$ cat config.mk
export PLATFORM = sky130hd
export DESIGN_NAME = adc_piecewise_linear_calibration_flat
export DESIGN_NICKNAME = d
export VERILOG_FILES = /design/src/rtl/apc_pkg.sv /design/src/rtl/apc_if.sv /design/src/rtl/adc_piecewise_linear_calibration.sv /design/src/rtl/apc_seg.sv /design/src/rtl/apc_div_cell.sv /design/src/rtl/apc_out.sv /design/src/flat_wrapper.sv
export SDC_FILE = /design/constraint.sdc
export NUM_CORES = 1
export LEC_CHECK = 0
export BUFFER_PORTS_ARGS = -buffer_cell sky130_fd_sc_hd__buf_2
export CORE_ASPECT_RATIO = 0.6
export CORE_UTILIZATION = 43
export DETAILED_ROUTE_END_ITERATION = 7
export SLEW_MARGIN = 10
export SYNTH_ARGS = -nofsm -noshare
export SYNTH_HDL_FRONTEND = slang
export SYNTH_SLANG_ARGS = --single-unit
$ cat constraint.sdc
create_clock -name clk -period 2.9 [get_ports clk]
set_input_delay 0.145 -clock clk [delete_from_list [all_inputs] [get_ports clk]]
set_output_delay 0.145 -clock clk [all_outputs]
set_load 0.01 [all_outputs]
$ cat src/rtl/apc_pkg.sv
// ----------------------------------------------------------------------------
// apc_pkg
// shared types and constants of the piecewise-linear calibration block
// ----------------------------------------------------------------------------
`default_nettype none

package apc_pkg;

	// register file
	localparam int APB_ADDR_W = 4;
	localparam int APB_DATA_W = 32;

	typedef enum logic [1:0] {
		REG_BP_ONE   = 2'd0,
		REG_BP_TWO   = 2'd1,
		REG_BP_THREE = 2'd2,
		REG_BP_FOUR  = 2'd3
	} apc_reg_t;

	// breakpoint reset values, cut to the sample width at the register
	localparam int BP_ONE_RESET   = 820;
	localparam int BP_TWO_RESET   = 1640;
	localparam int BP_THREE_RESET = 2460;
	localparam int BP_FOUR_RESET  = 3270;

	localparam int NUM_SEGMENTS = 5;
	localparam int SEG_W        = 3;

	// percent output
	localparam int              PCT_W   = 7;
	localparam logic [PCT_W-1:0] PCT_MAX = 7'd100;

	// control that travels with each item down the chain
	typedef struct packed {
		logic             full;
		logic [SEG_W-1:0] seg;
	} apc_ctl_t;

endpackage

`default_nettype wire

$ cat src/rtl/apc_if.sv
// ----------------------------------------------------------------------------
// apc_if
// valid/ready stream channels for samples and calibrated results
// ----------------------------------------------------------------------------
`default_nettype none

interface apc_sample_if #(
	parameter int SAMPLE_BITS = 12
);
	logic                   valid;
	logic                   ready;
	logic [SAMPLE_BITS-1:0] adc_sample;

	modport source (output valid, output adc_sample, input ready);
	modport sink (input valid, input adc_sample, output ready);
endinterface

interface apc_result_if #(
	parameter int FRAC_BITS = 10
);
	logic                          valid;
	logic                          ready;
	logic [FRAC_BITS+2:0]          voltage_fixed;
	logic [apc_pkg::PCT_W-1:0]     percent_full_scale;

	modport source (output valid, output voltage_fixed, output percent_full_scale,
		input ready);
	modport sink (input valid, input voltage_fixed, input percent_full_scale,
		output ready);
endinterface

`default_nettype wire

$ cat src/rtl/adc_piecewise_linear_calibration.sv
// ----------------------------------------------------------------------------
// adc_piecewise_linear_calibration
// five-segment piecewise-linear mapping of a converter sample to a voltage
// ----------------------------------------------------------------------------
//
// channel    role     handshake              payload
// sample     sink     valid / ready          adc_sample
// result     source   valid / ready          voltage_fixed, percent_full_scale
// apb        slave    psel/penable/pready    paddr, pwdata, prdata (breakpoints)
//
// one sample per cycle while the result channel is ready; the pipeline is the
// row of division cells (one quotient bit per cell) plus two setup stages and
// the result register
// every stage has its own valid and ready, so bubbles close up under a stall
// arst_n clears all valids and loads the breakpoint defaults
// breakpoints are read by the first stage only
//
`default_nettype none

module adc_piecewise_linear_calibration #(
	parameter int SAMPLE_BITS = 12,
	parameter int FRAC_BITS   = 10
) (
	input  logic                               clk,
	input  logic                               arst_n,
	apc_sample_if.sink                         sample,
	apc_result_if.source                       result,
	input  logic                               psel,
	input  logic                               penable,
	input  logic                               pwrite,
	input  logic [apc_pkg::APB_ADDR_W-1:0]     paddr,
	input  logic [apc_pkg::APB_DATA_W-1:0]     pwdata,
	output logic [apc_pkg::APB_DATA_W-1:0]     prdata,
	output logic                               pready
);
	import apc_pkg::*;

	// breakpoint registers
	logic [SAMPLE_BITS-1:0] bp_one_q;
	logic [SAMPLE_BITS-1:0] bp_two_q;
	logic [SAMPLE_BITS-1:0] bp_three_q;
	logic [SAMPLE_BITS-1:0] bp_four_q;

	logic                   apb_wr;
	apc_reg_t               reg_sel;
	logic [SAMPLE_BITS-1:0] rd_val;

	// links of the chain: link i feeds cell i, link FRAC_BITS feeds the output
	logic                   vld_c [0:FRAC_BITS];
	logic                   rdy_c [0:FRAC_BITS];
	apc_ctl_t               ctl_c [0:FRAC_BITS];
	logic [SAMPLE_BITS-1:0] rem_c [0:FRAC_BITS];
	logic [SAMPLE_BITS-1:0] den_c [0:FRAC_BITS];
	logic [FRAC_BITS:0]     quo_c [0:FRAC_BITS];

	// ---------------------------------------------------------------- apb
	assign pready  = 1'b1;
	assign apb_wr  = psel && penable && pwrite;
	// word index, byte lane bits are not decoded
	assign reg_sel = apc_reg_t'(paddr[APB_ADDR_W-1:2]);

	always_ff @(posedge clk or negedge arst_n) begin
		if (!arst_n) begin
			bp_one_q   <= SAMPLE_BITS'(BP_ONE_RESET);
			bp_two_q   <= SAMPLE_BITS'(BP_TWO_RESET);
			bp_three_q <= SAMPLE_BITS'(BP_THREE_RESET);
			bp_four_q  <= SAMPLE_BITS'(BP_FOUR_RESET);
		end else if (apb_wr) begin
			case (reg_sel)
				REG_BP_ONE:   bp_one_q   <= pwdata[SAMPLE_BITS-1:0];
				REG_BP_TWO:   bp_two_q   <= pwdata[SAMPLE_BITS-1:0];
				REG_BP_THREE: bp_three_q <= pwdata[SAMPLE_BITS-1:0];
				REG_BP_FOUR:  bp_four_q  <= pwdata[SAMPLE_BITS-1:0];
				default: begin
				end
			endcase
		end
	end

	always_comb begin
		case (reg_sel)
			REG_BP_ONE:   rd_val = bp_one_q;
			REG_BP_TWO:   rd_val = bp_two_q;
			REG_BP_THREE: rd_val = bp_three_q;
			REG_BP_FOUR:  rd_val = bp_four_q;
			default:      rd_val = '0;
		endcase
	end

	assign prdata = {{(APB_DATA_W-SAMPLE_BITS){1'b0}}, rd_val};

	// ---------------------------------------------------------------- front end
	// segment search, then numerator / divisor and the top quotient bit
	apc_seg #(
		.SAMPLE_BITS (SAMPLE_BITS),
		.FRAC_BITS   (FRAC_BITS)
	) u_seg (
		.clk       (clk),
		.arst_n    (arst_n),
		.in_valid  (sample.valid),
		.in_ready  (sample.ready),
		.in_sample (sample.adc_sample),
		.bp_one    (bp_one_q),
		.bp_two    (bp_two_q),
		.bp_three  (bp_three_q),
		.bp_four   (bp_four_q),
		.out_valid (vld_c[0]),
		.out_ready (rdy_c[0]),
		.out_ctl   (ctl_c[0]),
		.out_rem   (rem_c[0]),
		.out_den   (den_c[0]),
		.out_quo   (quo_c[0])
	);

	// ---------------------------------------------------------------- cell row
	// each cell resolves one fraction bit and hands the remainder on
	for (genvar i = 0; i < FRAC_BITS; i++) begin : g_cell
		apc_div_cell #(
			.SAMPLE_BITS (SAMPLE_BITS),
			.FRAC_BITS   (FRAC_BITS)
		) u_cell (
			.clk       (clk),
			.arst_n    (arst_n),
			.in_valid  (vld_c[i]),
			.in_ready  (rdy_c[i]),
			.in_ctl    (ctl_c[i]),
			.in_rem    (rem_c[i]),
			.in_den    (den_c[i]),
			.in_quo    (quo_c[i]),
			.out_valid (vld_c[i+1]),
			.out_ready (rdy_c[i+1]),
			.out_ctl   (ctl_c[i+1]),
			.out_rem   (rem_c[i+1]),
			.out_den   (den_c[i+1]),
			.out_quo   (quo_c[i+1])
		);
	end

	// ---------------------------------------------------------------- result
	// the final remainder and divisor are dropped here
	apc_out #(
		.FRAC_BITS (FRAC_BITS)
	) u_out (
		.clk         (clk),
		.arst_n      (arst_n),
		.in_valid    (vld_c[FRAC_BITS]),
		.in_ready    (rdy_c[FRAC_BITS]),
		.in_ctl      (ctl_c[FRAC_BITS]),
		.in_quo      (quo_c[FRAC_BITS]),
		.out_valid   (result.valid),
		.out_ready   (result.ready),
		.out_voltage (result.voltage_fixed),
		.out_percent (result.percent_full_scale)
	);

endmodule

`default_nettype wire

$ cat src/rtl/apc_seg.sv
// ----------------------------------------------------------------------------
// apc_seg
// segment search and divider setup: two pipeline stages ahead of the cell row
// ----------------------------------------------------------------------------
`default_nettype none

module apc_seg #(
	parameter int SAMPLE_BITS = 12,
	parameter int FRAC_BITS   = 10
) (
	input  logic                   clk,
	input  logic                   arst_n,
	input  logic                   in_valid,
	output logic                   in_ready,
	input  logic [SAMPLE_BITS-1:0] in_sample,
	input  logic [SAMPLE_BITS-1:0] bp_one,
	input  logic [SAMPLE_BITS-1:0] bp_two,
	input  logic [SAMPLE_BITS-1:0] bp_three,
	input  logic [SAMPLE_BITS-1:0] bp_four,
	output logic                   out_valid,
	input  logic                   out_ready,
	output apc_pkg::apc_ctl_t      out_ctl,
	output logic [SAMPLE_BITS-1:0] out_rem,
	output logic [SAMPLE_BITS-1:0] out_den,
	output logic [FRAC_BITS:0]     out_quo
);
	import apc_pkg::*;

	localparam logic [SAMPLE_BITS-1:0] SAMPLE_MAX = '1;

	logic [SEG_W-1:0]       seg_d;
	logic [SAMPLE_BITS-1:0] lo_d;
	logic [SAMPLE_BITS-1:0] hi_d;

	logic                   valid_s1;
	logic [SAMPLE_BITS-1:0] sample_s1;
	logic [SAMPLE_BITS-1:0] lo_s1;
	logic [SAMPLE_BITS-1:0] hi_s1;
	apc_ctl_t               ctl_s1;

	logic                   span_ok;
	logic [SAMPLE_BITS-1:0] num_d;
	logic [SAMPLE_BITS-1:0] den_d;
	logic [SAMPLE_BITS-1:0] rem_d;
	logic [SAMPLE_BITS-1:0] den_sel;
	logic                   qtop_d;

	logic                   valid_s2;
	apc_ctl_t               ctl_s2;
	logic [SAMPLE_BITS-1:0] rem_s2;
	logic [SAMPLE_BITS-1:0] den_s2;
	logic                   qtop_s2;

	logic rdy_s1;
	logic rdy_s2;

	assign rdy_s2   = !valid_s2 || out_ready;
	assign rdy_s1   = !valid_s1 || rdy_s2;
	assign in_ready = rdy_s1;

	// first segment whose upper breakpoint is not below the sample
	always_comb begin
		if (!(in_sample > bp_one)) begin
			seg_d = SEG_W'(0);
			lo_d  = '0;
			hi_d  = bp_one;
		end else if (!(in_sample > bp_two)) begin
			seg_d = SEG_W'(1);
			lo_d  = bp_one;
			hi_d  = bp_two;
		end else if (!(in_sample > bp_three)) begin
			seg_d = SEG_W'(2);
			lo_d  = bp_two;
			hi_d  = bp_three;
		end else if (!(in_sample > bp_four)) begin
			seg_d = SEG_W'(3);
			lo_d  = bp_three;
			hi_d  = bp_four;
		end else begin
			seg_d = SEG_W'(4);
			lo_d  = bp_four;
			hi_d  = SAMPLE_MAX;
		end
	end

	always_ff @(posedge clk or negedge arst_n) begin
		if (!arst_n) begin
			valid_s1 <= 1'b0;
		end else if (rdy_s1) begin
			valid_s1 <= in_valid;
		end
	end

	always_ff @(posedge clk) begin
		if (rdy_s1 && in_valid) begin
			sample_s1   <= in_sample;
			lo_s1       <= lo_d;
			hi_s1       <= hi_d;
			ctl_s1.seg  <= seg_d;
			ctl_s1.full <= (in_sample == SAMPLE_MAX);
		end
	end

	// top quotient bit here, so the remainder entering the cells is below den
	assign span_ok = (hi_s1 > lo_s1) && (sample_s1 > lo_s1);
	assign num_d   = sample_s1 - lo_s1;
	assign den_d   = hi_s1 - lo_s1;

	always_comb begin
		if (!span_ok) begin
			// empty or zero-width span: numerator zero over a unit divisor
			rem_d   = '0;
			den_sel = SAMPLE_BITS'(1);
			qtop_d  = 1'b0;
		end else if (num_d >= den_d) begin
			rem_d   = '0;
			den_sel = den_d;
			qtop_d  = 1'b1;
		end else begin
			rem_d   = num_d;
			den_sel = den_d;
			qtop_d  = 1'b0;
		end
	end

	always_ff @(posedge clk or negedge arst_n) begin
		if (!arst_n) begin
			valid_s2 <= 1'b0;
		end else if (rdy_s2) begin
			valid_s2 <= valid_s1;
		end
	end

	always_ff @(posedge clk) begin
		if (rdy_s2 && valid_s1) begin
			ctl_s2  <= ctl_s1;
			rem_s2  <= rem_d;
			den_s2  <= den_sel;
			qtop_s2 <= qtop_d;
		end
	end

	assign out_valid = valid_s2;
	assign out_ctl   = ctl_s2;
	assign out_rem   = rem_s2;
	assign out_den   = den_s2;
	assign out_quo   = {{FRAC_BITS{1'b0}}, qtop_s2};

endmodule

`default_nettype wire

$ cat src/rtl/apc_div_cell.sv
// ----------------------------------------------------------------------------
// apc_div_cell
// one restoring-division step: one quotient bit per cell, registered
// ----------------------------------------------------------------------------
`default_nettype none

module apc_div_cell #(
	parameter int SAMPLE_BITS = 12,
	parameter int FRAC_BITS   = 10
) (
	input  logic                   clk,
	input  logic                   arst_n,
	input  logic                   in_valid,
	output logic                   in_ready,
	input  apc_pkg::apc_ctl_t      in_ctl,
	input  logic [SAMPLE_BITS-1:0] in_rem,
	input  logic [SAMPLE_BITS-1:0] in_den,
	input  logic [FRAC_BITS:0]     in_quo,
	output logic                   out_valid,
	input  logic                   out_ready,
	output apc_pkg::apc_ctl_t      out_ctl,
	output logic [SAMPLE_BITS-1:0] out_rem,
	output logic [SAMPLE_BITS-1:0] out_den,
	output logic [FRAC_BITS:0]     out_quo
);
	import apc_pkg::*;

	logic [SAMPLE_BITS:0]   rem_x2;
	logic [SAMPLE_BITS:0]   rem_sub;
	logic                   bit_d;
	logic [SAMPLE_BITS-1:0] rem_d;

	logic                   valid_q;
	apc_ctl_t               ctl_q;
	logic [SAMPLE_BITS-1:0] rem_q;
	logic [SAMPLE_BITS-1:0] den_q;
	logic [FRAC_BITS:0]     quo_q;

	// remainder stays below den, so the difference fits the sample width
	assign rem_x2  = {in_rem, 1'b0};
	assign rem_sub = rem_x2 - {1'b0, in_den};
	assign bit_d   = (rem_x2 >= {1'b0, in_den});
	assign rem_d   = bit_d ? rem_sub[SAMPLE_BITS-1:0] : rem_x2[SAMPLE_BITS-1:0];

	assign in_ready = !valid_q || out_ready;

	always_ff @(posedge clk or negedge arst_n) begin
		if (!arst_n) begin
			valid_q <= 1'b0;
		end else if (in_ready) begin
			valid_q <= in_valid;
		end
	end

	always_ff @(posedge clk) begin
		if (in_ready && in_valid) begin
			ctl_q <= in_ctl;
			rem_q <= rem_d;
			den_q <= in_den;
			quo_q <= {in_quo[FRAC_BITS-1:0], bit_d};
		end
	end

	assign out_valid = valid_q;
	assign out_ctl   = ctl_q;
	assign out_rem   = rem_q;
	assign out_den   = den_q;
	assign out_quo   = quo_q;

endmodule

`default_nettype wire

$ cat src/rtl/apc_out.sv
// ----------------------------------------------------------------------------
// apc_out
// voltage assembly, percent of full scale and the result register
// ----------------------------------------------------------------------------
`default_nettype none

module apc_out #(
	parameter int FRAC_BITS = 10
) (
	input  logic                         clk,
	input  logic                         arst_n,
	input  logic                         in_valid,
	output logic                         in_ready,
	input  apc_pkg::apc_ctl_t            in_ctl,
	input  logic [FRAC_BITS:0]           in_quo,
	output logic                         out_valid,
	input  logic                         out_ready,
	output logic [FRAC_BITS+2:0]         out_voltage,
	output logic [apc_pkg::PCT_W-1:0]    out_percent
);
	import apc_pkg::*;

	localparam int               VB        = FRAC_BITS + 3;
	localparam int               WB        = VB + 4;
	localparam logic [VB-1:0]    VOLT_FULL = VB'(NUM_SEGMENTS) << FRAC_BITS;

	logic [VB-1:0]    volt_d;
	logic [WB-1:0]    volt_x20;
	logic [PCT_W-1:0] pct_raw;
	logic [PCT_W-1:0] pct_d;

	logic             valid_q;
	logic [VB-1:0]    volt_q;
	logic [PCT_W-1:0] pct_q;

	assign volt_d = in_ctl.full ? VOLT_FULL
		: ({in_ctl.seg, {FRAC_BITS{1'b0}}} + {2'b00, in_quo});

	// 20 * v as 16v + 4v
	assign volt_x20 = ({4'b0000, volt_d} << 4) + ({4'b0000, volt_d} << 2);
	assign pct_raw  = volt_x20[WB-1:FRAC_BITS];
	assign pct_d    = (pct_raw > PCT_MAX) ? PCT_MAX : pct_raw;

	assign in_ready = !valid_q || out_ready;

	always_ff @(posedge clk or negedge arst_n) begin
		if (!arst_n) begin
			valid_q <= 1'b0;
		end else if (in_ready) begin
			valid_q <= in_valid;
		end
	end

	always_ff @(posedge clk) begin
		if (in_ready && in_valid) begin
			volt_q <= volt_d;
			pct_q  <= pct_d;
		end
	end

	assign out_valid   = valid_q;
	assign out_voltage = volt_q;
	assign out_percent = pct_q;

endmodule

`default_nettype wire

$ cat src/flat_wrapper.sv
// flat-port wrapper written by rule: the top's interface ports become plain ports
module adc_piecewise_linear_calibration_flat import apc_pkg::*;
#(
	parameter int SAMPLE_BITS = 12,
	parameter int FRAC_BITS   = 10
)
  (clk, arst_n, psel, penable, pwrite, paddr, pwdata, prdata, pready, sample_valid, sample_adc_sample, sample_ready, result_valid, result_voltage_fixed, result_percent_full_scale, result_ready);
  apc_sample_if #(.SAMPLE_BITS(SAMPLE_BITS)) sample_i ();
  apc_result_if #(.FRAC_BITS(FRAC_BITS)) result_i ();
  input  logic clk;
  input  logic arst_n;
  input  logic psel;
  input  logic penable;
  input  logic pwrite;
  input  logic [apc_pkg::APB_ADDR_W-1:0] paddr;
  input  logic [apc_pkg::APB_DATA_W-1:0] pwdata;
  output logic [apc_pkg::APB_DATA_W-1:0] prdata;
  output logic pready;
  input wire logic [$bits(sample_i.valid)-1:0] sample_valid;
  input wire logic [$bits(sample_i.adc_sample)-1:0] sample_adc_sample;
  output wire logic [$bits(sample_i.ready)-1:0] sample_ready;
  output wire logic [$bits(result_i.valid)-1:0] result_valid;
  output wire logic [$bits(result_i.voltage_fixed)-1:0] result_voltage_fixed;
  output wire logic [$bits(result_i.percent_full_scale)-1:0] result_percent_full_scale;
  input wire logic [$bits(result_i.ready)-1:0] result_ready;
  assign sample_i.valid = sample_valid;
  assign sample_i.adc_sample = sample_adc_sample;
  assign sample_ready = sample_i.ready;
  assign result_valid = result_i.valid;
  assign result_voltage_fixed = result_i.voltage_fixed;
  assign result_percent_full_scale = result_i.percent_full_scale;
  assign result_i.ready = result_ready;
  adc_piecewise_linear_calibration #(.SAMPLE_BITS(SAMPLE_BITS), .FRAC_BITS(FRAC_BITS)) u_core (.clk(clk), .arst_n(arst_n), .sample(sample_i), .result(result_i), .psel(psel), .penable(penable), .pwrite(pwrite), .paddr(paddr), .pwdata(pwdata), .prdata(prdata), .pready(pready));
endmodule
After elaboration in Yosys (flattened, before gate mapping)
Index checks and enable logic that the tools add are counted.

word-level totals
  register bits = 471
  latch bits = 0
  RAM bits = 0
  ROM bits = 0
  output and inout bits = 55
  word-level logic and storage cells = 196
  memories = 0

cells by class
  $add $sub $neg = 13
  multiply operators = 0
  divide/modulo/power cells = 0
  magnitude comparators = 18
  equality and inequality tests = 4
  shifts and indexed selects = 0
  mux-type cells = 22
  bitwise operators = 1
  reduce and logical (&&, ||, !) cells = 50

operator list
  kind                    number
  $mux W12                16
  $sub A12 B12 Y12        11
  $ge A13 B12 Y1          10
  $gt A12 B12 Y1          6
  $pmux W12 S4            1
  $add A17 B15 Y17        1
  $logic_and A1 B1 Y1     16
  $add A13 B11 Y13        1
  $logic_not A1 Y1        13
  $logic_or A1 B1 Y1      13
  $mux W13                1
  $eq A12 B12 Y1 const B  1
  $ge A12 B12 Y1          1
  $reduce_and A2 Y1       5
  $gt A7 B7 Y1 const B    1
  $eq A2 B2 Y1 const B    2
  $mux W3                 1
  $reduce_and A3 Y1       1
  $eq A2 B1 Y1 const B    1
  $logic_not A2 Y1        1
  $mux W1                 2
  $mux W2                 1
  $reduce_or A2 Y1        1
  $not A1 Y1              1

Depth between registers and ports, before layout
  depth in word-level cells = 15
  depth in mapped cells = 16
  gate-level depth less buffers = 16

By module
From an unflattened synthesis, not the netlist that was laid out.

second synthesis, totals
  cells, all modules = 2562
  area, all modules = 31019.8 sq um

by module, submodules not included
  module                            instances  cells each  area an instance (sq um)
  apc_div_cell                      10         166         2134.5
  apc_seg                           1          605         5788.1
  adc_piecewise_linear_calibration  1          143         2342.2
  apc_out                           1          154         1544.0

Worst setup path after synthesis
Ideal clock, no wire load.

  kind = reg2reg
  from = register u_core.u_seg.hi_s1[0]
  to = register u_core.u_seg.rem_s2[4] (netlist: u_core.u_seg.out_rem[4]), data pin
  setup time = 160 ps
  arrival time = 3024 ps
  data required time = 2740 ps
  path slack = -284 ps
  cell stages (with the launch flop) = 17
  buffers on the path = 0
  period minus slack after synthesis = 3184 ps
  cell sequence = edfxtp_1 -> inv_1 -> ha_1 -> inv_1 -> fa_1 -> a21o_1 -> a21oi_1 -> o21ai_1 -> a21oi_1 -> o21ai_0 -> xnor2_1 -> ha_1 -> a21oi_1 -> o21ai_0 -> o21ai_2 -> nand3_1 -> nor3b_1

between the ends
  cells in the longest elaborated chain, start to end = 4
  elaborated cells between the ends (all ways) = 6

ends and longest elaborated chain
  element                                                   line            text
  from (decl)                                               apc_seg.sv:38   logic [SAMPLE_BITS-1:0] hi_s1;
  from (signal assigned)                                    apc_seg.sv:98   hi_s1 <= hi_d;
  branches (longest 3 deep; another with $sub A12 B12 Y12)  n/a
  $reduce_or A2 Y1 (no line) (*)                            n/a
  to (signal assigned)                                      apc_seg.sv:137  rem_s2 <= rem_d;
  to (decl)                                                 apc_seg.sv:50   logic [SAMPLE_BITS-1:0] rem_s2;

Mark *: on every way between the ends.
A chain may end at the register's enable or synchronous reset.

Final worst setup path
  from = register u_core.u_seg.lo_s1[0]
  to = register u_core.u_seg.rem_s2[4] (netlist: u_core.u_seg.out_rem[4]), data pin

between the ends
  elaborated cells between the ends (all ways) = 8

RTL lines
  element                          line            text
  from (decl)                      apc_seg.sv:37   logic [SAMPLE_BITS-1:0] lo_s1;
  from (signal assigned)           apc_seg.sv:97   lo_s1 <= lo_d;
  $sub A12 B12 Y12                 apc_seg.sv:106  assign num_d = sample_s1 - lo_s1;
  named net u_core.u_seg.num_d[8]  apc_seg.sv:42   logic [SAMPLE_BITS-1:0] num_d;
  $ge A12 B12 Y1                   apc_seg.sv:115  end else if (num_d >= den_d) begin
  $reduce_or A2 Y1 (no line)       n/a

The timed path passes the listed nets, and every way through them passes these cells.

==> impl_metrics.toml <==
[cells_and_area]
fill_cells = 5101
final_cell_mix = "edfxtp_1 (410), inv_1 (242), ha_1 (204)"
multi_input_area_um2 = 11400
antenna_cells = 0
nets = 2688
final_common_cell = "edfxtp_1"
area_delta_synth_final_pct = 18.7
final-seq-area_um2 = 13900
drive_gt1_share_pct = 22.4

[synthesis]
ys_warn_count = 0
synth_edf_count = 410
synth.distinct_cells = 85
ys_seq_elements = 471
synth-async-reset-ratio_pct = 13.0
synth.cell_area_um2 = 25900
yosysSeqAreaShare_pct = 53.4
ys.flop_type = "edfxtp_1"
syn_inst = 2131
syn-mean-instance-area_um2 = 12.2

[sta]
setup_viol = 24
finalCritPeriodShare_pct = 114
drv_slew = 0
grt_setup_unrepaired = "true"
fmaxAchievable_ghz = 0.303
tns_ns = -5.01
hold_viol = 0
fin_crit_ns = 3.30
slew_headroom_pct = 34.0
skew_ns = 0.0280
setup_slack_ns = -0.399
worst_pin_slew_ns = 0.991

[clock_tree]
cts-htree-levels = 2
root_buffer = "clkbuf_16"
cts_num_sinks = 471
numCtsBuffers = 47
clockBufferDepth = 3
cts_tree = "done"
clk_latency_ns = 0.60
clk_pin_slew_ns = 0.06

[placement]
pre_cts_ws_ns = -0.598
place_hpwl_um = 47900
gp_congestion = 0.916
port_buffers = 66

[floorplan]
core_um2 = 59400
ios = 110
start_util_pct = 43.7
die-area_um2 = 61400
die_w_um = 319
fp.dieH_um = 192
fp-row-count = 69

[hold_path]
hold_class = "input pin to asynchronous set/reset pin"

[setup_path]
cp_max_fo = 5
worst-endpoint-required_ns = 3.33
cp-endpoint = "u_core.u_seg.out_rem[4]"
critical_path_class = "register to register"
r2r-end = "u_core.u_seg.out_rem[4]"
cp_slowest_cell = "edfxtp_1"
cpPeakStageDelay_ns = 0.42
reg2reg_depth = 15
critPathCaptureType = "register"
critPathLaunch = "u_core.u_seg.lo_s1[0]"
critPathLaunchType = "register"
r2r_start = "u_core.u_seg.lo_s1[0]"
crit_path_cell_trace = "ha_2, fa_2, nor2b_1, o21ai_1, a21oi_2, o21a_1, nor2_1, o21ai_1, xor2_1, ha_1, a21oi_2, o21ai_2, o21ai_2, nand3_4, nor3b_2"
r2r_slack_ns = -0.40
cp.arrival_ns = 3.73

[grt]
grt_pass1_vias = 16500
grt-ovfl-total = 0
grt_pass1_wl_um = 96200
antenna_found_initial = 0
gr-usage-all-layers_pct = 20.4
grt_max_degree = 41

[detailed_routing]
first_pass_iters = 5
via_per_inst = 5.40
drcViolationCount = 0
wl_per_cell_um = 19.3
wl_um = 62400
drt_iter0_drc = 1291
vias = 17400
postRouteAntennaNets = 0

[run_status]
violations = "negative setup slack"
status = "finished, violations left"

[run]
cap_violations = 0

[pwr]
ir_drop_mv = 0.695
p_leak_nw = 12.9
powerDensity_nw_per_um2 = 1150
## sequential cells by signal, summed over array words and instances, names as in the netlist
| register | cells |
|---|---|
| u_core.u_seg.hi_s1 | 12 |
| u_core.u_out.out_valid | 1 |
| u_core.u_seg.qtop_s2 | 1 |
| u_core.bp_one_q | 12 |
| u_core.g_cell.u_cell.out_valid | 10 |
| u_core.u_seg.lo_s1 | 12 |
| u_core.g_cell.u_cell.out_rem | 108 |
| u_core.u_seg.valid_s1 | 1 |
| u_core.bp_four_q | 12 |
| u_core.bp_three_q | 12 |
| u_core.u_seg.out_valid | 1 |
| u_core.u_seg.out_rem | 12 |
| u_core.g_cell.u_cell.out_ctl | 40 |
| u_core.u_seg.out_ctl | 4 |
| u_core.u_seg.out_den | 12 |
| u_core.u_out.out_percent | 7 |
| u_core.g_cell.u_cell.out_quo | 65 |
| u_core.u_out.out_voltage | 13 |
| u_core.u_seg.ctl_s1 | 4 |
| u_core.u_seg.sample_s1 | 12 |
| u_core.bp_two_q | 12 |
| u_core.g_cell.u_cell.out_den | 108 |
## critical path: cells and delay by family, from the launching register on
kind                       cells  cell delay (ns)
and+or+nand+nor                4             0.56
adders and majority gates      3             0.88
AOI/OAI and AO/OA              7             1.06
xor gates and xnor gates       1             0.23
DFF                            1             0.42
## where the power goes
| group | internal [mW] | switching, mW | total, mW |
|---|---|---|---|
| clock network | 3.63 | 2.71 | 6.34 |
| registers | 10.5 | 1.15 | 11.6 |
| logic | 8.26 | 9.29 | 17.6 |
| total | 22.4 | 13.2 | 35.5 |
## synth_stat cells, types with 15 or more instances
library cell,n,area [µm²]
dfrtp_1,39,976
nand2_1,77,289
ha_1,214,2680
xnor2_1,59,517
mux2_2,33,372
o21a_1,34,255
edfxtp_1,410,12300
o21ai_0,49,245
nor2b_1,56,350
and2_1,19,119
nor3_1,38,190
a21oi_1,101,505
mux2i_1,30,300
a211oi_1,15,113
and3_1,15,93.8
nand2b_1,17,106
nor2_1,140,526
mux2_4,30,450
mux2_1,18,203
or3_1,17,106
nand4_1,32,200
inv_1,246,923
dfstp_2,22,578
o21ai_1,34,170
a21o_1,44,330
xor2_1,26,228
buf_4,23,173
nand3_1,42,210
## cell type report
type / instances / area share [%]
Clock buffer: 57 / 4.14
Timing Repair Buffer: 268 / 6.67
Tap cell: 781 / 3.17
Sequential cell: 471 / 45.0
Inverter: 246 / 3.00
Clock inverter: 29 / 1.08
Multi-Input combinational cell: 1374 / 36.9
## cells by family after synthesis
logic type | Yosys count | share of synthesized area (%)
AND/OR/NAND/NOR | 494 | 9.64
flip-flops | 471 | 53.4
AO/OA/AOI/OAI | 426 | 11.7
buffers and inverters | 305 | 5.01
adder cells (fa/ha/maj) | 225 | 11.2
multiplexers | 123 | 6.15
XOR/XNOR | 85 | 2.87
other | 2 | 0.0289
## metal layers
layer | track usage (%) | part of all wire [%]
met4 | 3.61 | 1.2
met1 | 34.9 | 55
met2 | 24.6 | 35
met3 | 5.02 | 8.2
met5 | 0 | 0
## metrics by stage
step	instances	hold WS, ns	util (%)	total power [mW]	area (µm²)
2_1_floorplan	2150	-0.151	-	22.7	26100
3_3_place_gp	3088	0.169	47.6	27.4	28200
3_5_place_dp	3088	0.182	47.6	27.8	28200
4_1_cts	3215	0.136	51.3	35.0	30500
5_1_grt	3226	0.152	51.9	37.8	30800
6_report	3226	0.134	51.9	35.5	30800
## worst min-delay path by stage
| stage | cells past startpoint | startpoint | endpoint |
|---|---|---|---|
| global route | 2 | arst_n | u_core.bp_three_q[1] |
| CTS | 2 | arst_n | u_core.bp_three_q[1] |
| detailed placement | 1 | arst_n | u_core.bp_one_q[0] |
| finish | 2 | arst_n | u_core.bp_four_q[0] |
| global placement | 1 | arst_n | u_core.bp_three_q[1] |
| floorplan | 0 | arst_n | u_core.bp_four_q[0] |
## what timing repair did
action                                 4_1_cts  5_1_grt
cloned                                       0        1
buffers inserted                            15       14
hold buffers                                27        0
pin swaps                                   23       29
setup endpoints to repair                   26       85
gates resized for setup                     46       49
endpoints found under the hold margin       85        0
Power figures use the tool's default switching activity.
